===== config.mk =====
export PLATFORM = sky130hd
export DESIGN_NAME = tss_ctrl
export DESIGN_NICKNAME = d
export VERILOG_FILES = /design/src/design/tss_pkg.sv /design/src/design/tss_ctrl.sv
export SDC_FILE = /design/constraint.sdc
export NUM_CORES = 1
export LEC_CHECK = 0
export BUFFER_PORTS_ARGS = -buffer_cell sky130_fd_sc_hd__buf_2
export CORE_AREA = 2 2 39 41
export DETAILED_ROUTE_END_ITERATION = 12
export DIE_AREA = 0 0 41 43
export REMOVE_ABC_BUFFERS = 1
export SYNTH_ARGS = -nofsm -noshare
export SYNTH_HDL_FRONTEND = slang
export SYNTH_SLANG_ARGS = --single-unit

===== constraint.sdc =====
create_clock -name clock -period 1.6 [get_ports clock]
set_input_delay 0.08 -clock clock [delete_from_list [all_inputs] [get_ports clock]]
set_output_delay 0.08 -clock clock [all_outputs]
set_load 0.05 [all_outputs]

===== src/design/tss_pkg.sv =====
// tilt stick shaper package: shared types, constants and controller states
// no dependencies
package tss_pkg;

   localparam int ONE_Q14     = 16384;
   localparam int SLEW_STEP   = 1638;
   localparam int DIV_W       = 48;
   localparam int DEF_ANGLE   = 90;

   // reciprocals for exact floor division by 25 (inputs below 2^22) and 45 (below 2^20)
   localparam int RECIP_25       = 5368710;
   localparam int RECIP_25_SHIFT = 27;
   localparam int RECIP_45       = 1491309;
   localparam int RECIP_45_SHIFT = 26;

   typedef enum logic [4:0] {
      ST_IDLE,
      ST_PREP,
      ST_SQRT,
      ST_SF_SET,
      ST_SF_DIV,
      ST_SK_SET,
      ST_SK_DIV,
      ST_DZ_SET,
      ST_DZ_DIV,
      ST_AMT_SET,
      ST_AMT_DIV,
      ST_CB_MUL,
      ST_CB_SET,
      ST_CB_DIV,
      ST_HALF,
      ST_TX_SET,
      ST_TX_DIV,
      ST_TY_SET,
      ST_TY_DIV,
      ST_SLEW,
      ST_OX_SET,
      ST_OX_DIV,
      ST_OY_SET,
      ST_OY_DIV,
      ST_OUT
   } state_type;

   typedef struct packed {
      logic     load;
      state_type step;
      logic     div_start;
   } cmd_type;

   typedef struct packed {
      logic root_done;
      logic div_done;
      logic zero_vec;
   } sts_type;

   typedef enum logic [1:0] {
      CSR_DEAD_ZONE = 2'd0,
      CSR_CIRCLE    = 2'd1,
      CSR_ANGLE     = 2'd2
   } csr_index_type;

endpackage


===== src/design/tss_ctrl.sv =====
// tilt stick shaper controller: sequences the datapath one step at a time
// depends on tss_pkg
module tss_ctrl
   import tss_pkg::*;
(
   input  logic    clock,
   input  logic    reset,
   input  logic    req_valid,
   output logic    req_stall,
   output logic    rsp_valid,
   input  logic    rsp_stall,
   input  sts_type sts,
   output cmd_type cmd
);

   state_type state_ff, state_in;

   always_ff @(posedge clock) begin
      if (reset) begin
         state_ff <= ST_IDLE;
      end else begin
         state_ff <= state_in;
      end
   end

   always_comb begin
      state_in = state_ff;
      case (state_ff)
         ST_IDLE:    if (req_valid) state_in = ST_PREP;
         ST_PREP:    state_in = sts.zero_vec ? ST_SLEW : ST_SQRT;
         ST_SQRT:    if (sts.root_done) state_in = ST_SF_SET;
         ST_SF_SET:  state_in = ST_SF_DIV;
         ST_SF_DIV:  if (sts.div_done) state_in = ST_SK_SET;
         ST_SK_SET:  state_in = ST_SK_DIV;
         ST_SK_DIV:  state_in = ST_DZ_SET;
         ST_DZ_SET:  state_in = ST_DZ_DIV;
         ST_DZ_DIV:  if (sts.div_done) state_in = ST_AMT_SET;
         ST_AMT_SET: state_in = ST_AMT_DIV;
         ST_AMT_DIV: if (sts.div_done) state_in = ST_CB_MUL;
         ST_CB_MUL:  state_in = ST_CB_SET;
         ST_CB_SET:  state_in = ST_CB_DIV;
         ST_CB_DIV:  state_in = ST_HALF;
         ST_HALF:    state_in = ST_TX_SET;
         ST_TX_SET:  state_in = ST_TX_DIV;
         ST_TX_DIV:  if (sts.div_done) state_in = ST_TY_SET;
         ST_TY_SET:  state_in = ST_TY_DIV;
         ST_TY_DIV:  if (sts.div_done) state_in = ST_SLEW;
         ST_SLEW:    state_in = ST_OX_SET;
         ST_OX_SET:  state_in = ST_OX_DIV;
         ST_OX_DIV:  state_in = ST_OY_SET;
         ST_OY_SET:  state_in = ST_OY_DIV;
         ST_OY_DIV:  state_in = ST_OUT;
         ST_OUT:     if (!rsp_stall) state_in = ST_IDLE;
         default:    state_in = ST_IDLE;
      endcase
   end

   always_comb begin
      req_stall     = (state_ff != ST_IDLE);
      rsp_valid     = (state_ff == ST_OUT);
      cmd.load      = (state_ff == ST_IDLE) && req_valid;
      cmd.step      = state_ff;
      cmd.div_start = (state_ff == ST_SF_SET) || (state_ff == ST_DZ_SET) ||
                      (state_ff == ST_AMT_SET) || (state_ff == ST_TX_SET) ||
                      (state_ff == ST_TY_SET);
   end

endmodule


# After elaboration in Yosys (flattened, before gate mapping)
# Cells that the tools add are included.
# word_totals
input_bits	7
regBits	5
output_inout_bits	9
wordCells	51
# classes
muxes	10
n_eq_ne	32
n_reduce_logical	8
# op_table
operator	n
$pmux 5 s25	1
$eq 5x5->1 const B	9
$mux 5	9
$eq 5x4->1 const B	8
$eq 5x3->1 const B	4
$ne 2x2->1 const B	8
$eq 5x2->1 const B	2
$reduce_and 8->1	1
$eq 5x1->1 const B	1
$logic_not 5->1	1
$reduce_bool 5->1	1
$logic_or 1x1->1	4
$logic_and 1x1->1	1

# Logic depth before layout (Yosys ltp)
# logic_depth
ltp_word	5
mapped_depth	5
depth_no_buf	4

# Least setup slack after synthesis
# Ideal clock, no wire load.
# synth_timing
kind	reg2reg
startpoint	register state_ff[4]
endpoint	register state_ff[4]
period_less_slack_ps	2571
path_stages_with_launch	5
arrival_ps	2480
setup_ps	91
path_buffers	0
setup_slack_ps	-971
required_time_ps	1509
path_cell_list	dfxtp_1 inv_1 nor4_2 a221oi_2 a311oi_1
# synth_via
elab_chain_cells	3
word_cells_on_any_way	35
classes_between	eq/ne (32); mux (1); reduce/logical (2)
# synth_rtl
item	line	source
start: declaration	tss_ctrl.sv:16	state_type state_ff, state_in;
start signal: assignment	tss_ctrl.sv:22	state_ff <= state_in;
$eq 5x5->1 (*)	-	
net rsp_valid	tss_ctrl.sv:10	output logic rsp_valid,
$ne 2x2->1 (no line)	-	
$reduce_and 8->1 (no line)	-	
# The timed path passes the listed nets; every way through them passes the cells marked *.
# A chain may end at the register's enable or synchronous reset.

==> results.tsv <==
stage	metric	value	unit
status	status	finished clean	
timing	fmax	668	MHz
job	maxcap violations	0	
detailed_routing	starting DRC count in detailed routing	8	
critical_path	Critical Path End Type	output pin	
critical_path	crit start category	register	
grt	grt total ovfl	0	
critical_path	reg-to-reg slack, setup	0.13	ns
grt	first-pass GRT wire length	1470	um
synthesis	largest family of logic cells by synthesized area	simple AND/OR/NAND/NOR gates	
die	die area	1760	um2
grt	initial antenna violation count	0	
synthesis	mux share of post-synthesis cell area	2.75	%
clock_tree	CTS tree	done	
grt	met2 usage	15.3	%
detailed_routing	drt pass-1 iters	3	
timing	Final Critical Period	1.50	ns
timing	final slew viol count	0	
clock_tree	total CTS buffers	3	
power	Lkg Pwr	0.000254	uW
critical_path	Worst EP required	1.52	ns
detailed_routing	Avg WL per Cell	11.4	um
worst_hold_path	Hold WC Path Type	input port to register	
grt	met3 usage	4.71	%
layout	Final Cell Area	507	um2
timing	worst slew pin tran	0.354	ns
layout	max FFs per register	5	
synthesis	Yosys cell types	23	
clock_tree	Reg clk slew, reported paths	0.04	ns
worst_hold_path	hold path start	reset	
die	Initial Utilization	26.3	%
critical_path	Reg2Reg Depth	4	
die	io pins	16	
timing	RSZ-0062 raised after global routing	false	
synthesis	simple-gate share of the synthesized area	34.4	%
layout	area grow syn2layout	39.2	%
timing	relative max-transition margin	76.4	%
layout	Largest Register	state_ff	
die	total core area	1380	um2
synthesis	Mean Syn Cell Area	7.75	um2
timing	final hold vios	0	
synthesis	Syn Inst Count	47	
detailed_routing	ANT nets after route	0	
timing	Tcrit/Tclk final	93.5	%
placed_design	Area after DPL	474	um2
grt	largest net degree at the start of global routing	9	
clock_tree	CTS Buffer Depth	2	
clock_tree	CTS Hold Bufs	0	
placed_design	Place WS	0.129	ns
synthesis	xor and xnor area share after synthesis	4.81	%
synthesis	Seq/Total Area, Yosys	27.5	%
layout	top flop regs	state_ff: 5 flops	
clock_tree	clk root buf	clkbuf_4	
synthesis	Post-Syn Area	364	um2
critical_path	crit path max fanout	8	
synthesis	post-synthesis register bit count	5	
grt	routing usage on met1	16.9	%
detailed_routing	# DRC	0	
detailed_routing	vias per std cell	4.93	
synthesis	Adder-Cell Fraction of Synth Area	0	%
placed_design	# port buffers	15	
synthesis	synth warn	0	
layout	layout cell share with drive strength beyond 1	43.3	%
timing	Setup WS post-layout	0.104	ns
power	peak supply drop	669	uV
placed_design	DP HPWL	726	um
detailed_routing	vias	409	
critical_path	WS Path Type	register to output pin	
synthesis	area leader, netlist	dfxtp_1	
grt	global-route layer with the greatest usage	met1	
critical_path	worst endpoint data arrival time	1.42	ns
worst_hold_path	Hold EP	state_ff[4]$_SDFFE_PP0P_	
detailed_routing	WL final	950	um
clock_tree	H-tree Lvls	1	
clock_tree	Post-CTS Repair Setup Buffers	0	
grt	vias in the first global route	338	
die	Chip Width	41	um
clock_tree	CTS Sinks	5	
synthesis	ranking of synthesized cells by area	dfxtp_1 (27%), nand2_1 (7.2%), nor2_1 (6.2%)	
die	Rows	14	
layout	# diodes	0	
synthesis	Compound-Gate Fraction of Synth Area	23.4	%
die	die span in y	43	um
timing	Post-Route Skew	0.00573	ns
synthesis	top cell type's share of synthesized area	27.5	%
grt	Total GRT Usage	12.6	%
critical_path	worst r2r src	state_ff[1]$_SDFFE_PP0P_	
critical_path	RR Endpoint	state_ff[3]$_SDFFE_PP0P_	
power	pwr dens	1640	nW/um2
placed_design	routability cong.	0.799	
worst_hold_path	Hold Path Stages	2	
timing	Setup Viol. Count Final	0	
clock_tree	clk_lat worst skew	0.25	ns
layout	final net count	75	
-- how the worst max path moves through the flow --
stage | startpoint | end | slack [ns]
floorplan | state_ff[4]$_SDFFE_PP0P_ | state_ff[4]$_SDFFE_PP0P_ | -0.97
global placement | state_ff[2]$_SDFFE_PP0P_ | state_ff[3]$_SDFFE_PP0P_ | 0.12
detailed placement | state_ff[2]$_SDFFE_PP0P_ | state_ff[3]$_SDFFE_PP0P_ | 0.13
CTS | state_ff[4]$_SDFFE_PP0P_ | rsp_valid | 0.01
global route | state_ff[1]$_SDFFE_PP0P_ | cmd[6] | 0.007
finish | state_ff[1]$_SDFFE_PP0P_ | cmd[6] | 0.10
-- routing by layer --
metal  wire (um)  vias to the layer above
met5           0                        -
met4          22                        0
met3          58                        2
met2         383                       12
met1         486                      186
li1            -                      209
-- cells in the mapped netlist, drive strengths merged --
| library cell | number |
|---|---|
| mux2i | 1 |
| o21a | 1 |
| nor4 | 1 |
| nand2 | 7 |
| a21oi | 3 |
| nor2 | 6 |
| xor2 | 2 |
| inv | 1 |
| nor3 | 1 |
| nand2b | 1 |
| or3b | 1 |
| buf | 4 |
| nor3b | 1 |
| nand3 | 2 |
| and3 | 2 |
| a311oi | 2 |
| a31oi | 2 |
| a221oi | 1 |
| dfxtp | 5 |
| a211oi | 1 |
| or4b | 1 |
| o211a | 1 |
-- metrics by stage --
| step | utilization (%) | hold slack, ns | total power (uW) | cells | TNS, ns |
|---|---|---|---|---|---|
| after floorplan | - | 0.152 | 554 | 43 | -4.36 |
| final | 36.6 | 0.0622 | 833 | 83 | 0 |
| after global routing | 36.6 | 0.0543 | 892 | 83 | 0 |
| after CTS | 36.2 | 0.0564 | 837 | 83 | 0 |
| after detailed placement | 34.3 | 0.314 | 687 | 79 | 0 |
| after global placement | 34.3 | 0.319 | 686 | 79 | 0 |
-- layout make-up --
class,count,area [um2]
fillers,160,877
multi-input cells,37,238
well taps,16,20.0
clock buffers,4,26.3
flip-flops and latches,5,104
inverters,1,3.75
repair buffers,20,115
-- cell families (layout without fill, tap and decap cells) --
group                  Yosys count  after routing
flip-flops                       5              5
XOR/XNOR                         2              2
AND/OR/NAND/NOR                 23             23
buffers and inverters            5             25
AO/OA/AOI/OAI                   11             11
multiplexers                     1              1
-- power by group --
group / internal (uW) / leakage [uW] / switching, uW
combinational: 159 / 0.000196 / 324
clock: 94.3 / 0.0000150 / 52.3
sequential: 153 / 0.0000424 / 50.9
total: 406 / 0.000254 / 427
-- worst max-delay path, cell delays in order (launching register included) --
cell and delay, ns:
dfxtp_1 0.38, nor3_1 0.34, and3_1 0.20, buf_2 0.25
-- layout by cell type (no fill, tap or decap), types with 2 or more instances in the layout --
cell type  count
a21oi_1        3
dfxtp_1        2
buf_4          5
nand3_1        2
a31oi_1        2
buf_2         14
xor2_1         2
and3_1         2
nor2_1         6
clkbuf_4       4
nand2_1        7
dfxtp_2        3
a311oi_1       2
-- what timing repair did --
item | in CTS | in global routing
gates resized for setup | 0 | 4
hold endpoints to repair | 0 | 0
setup endpoints to repair | 0 | 4
No activity file was read; power rests on OpenSTA's default activity.
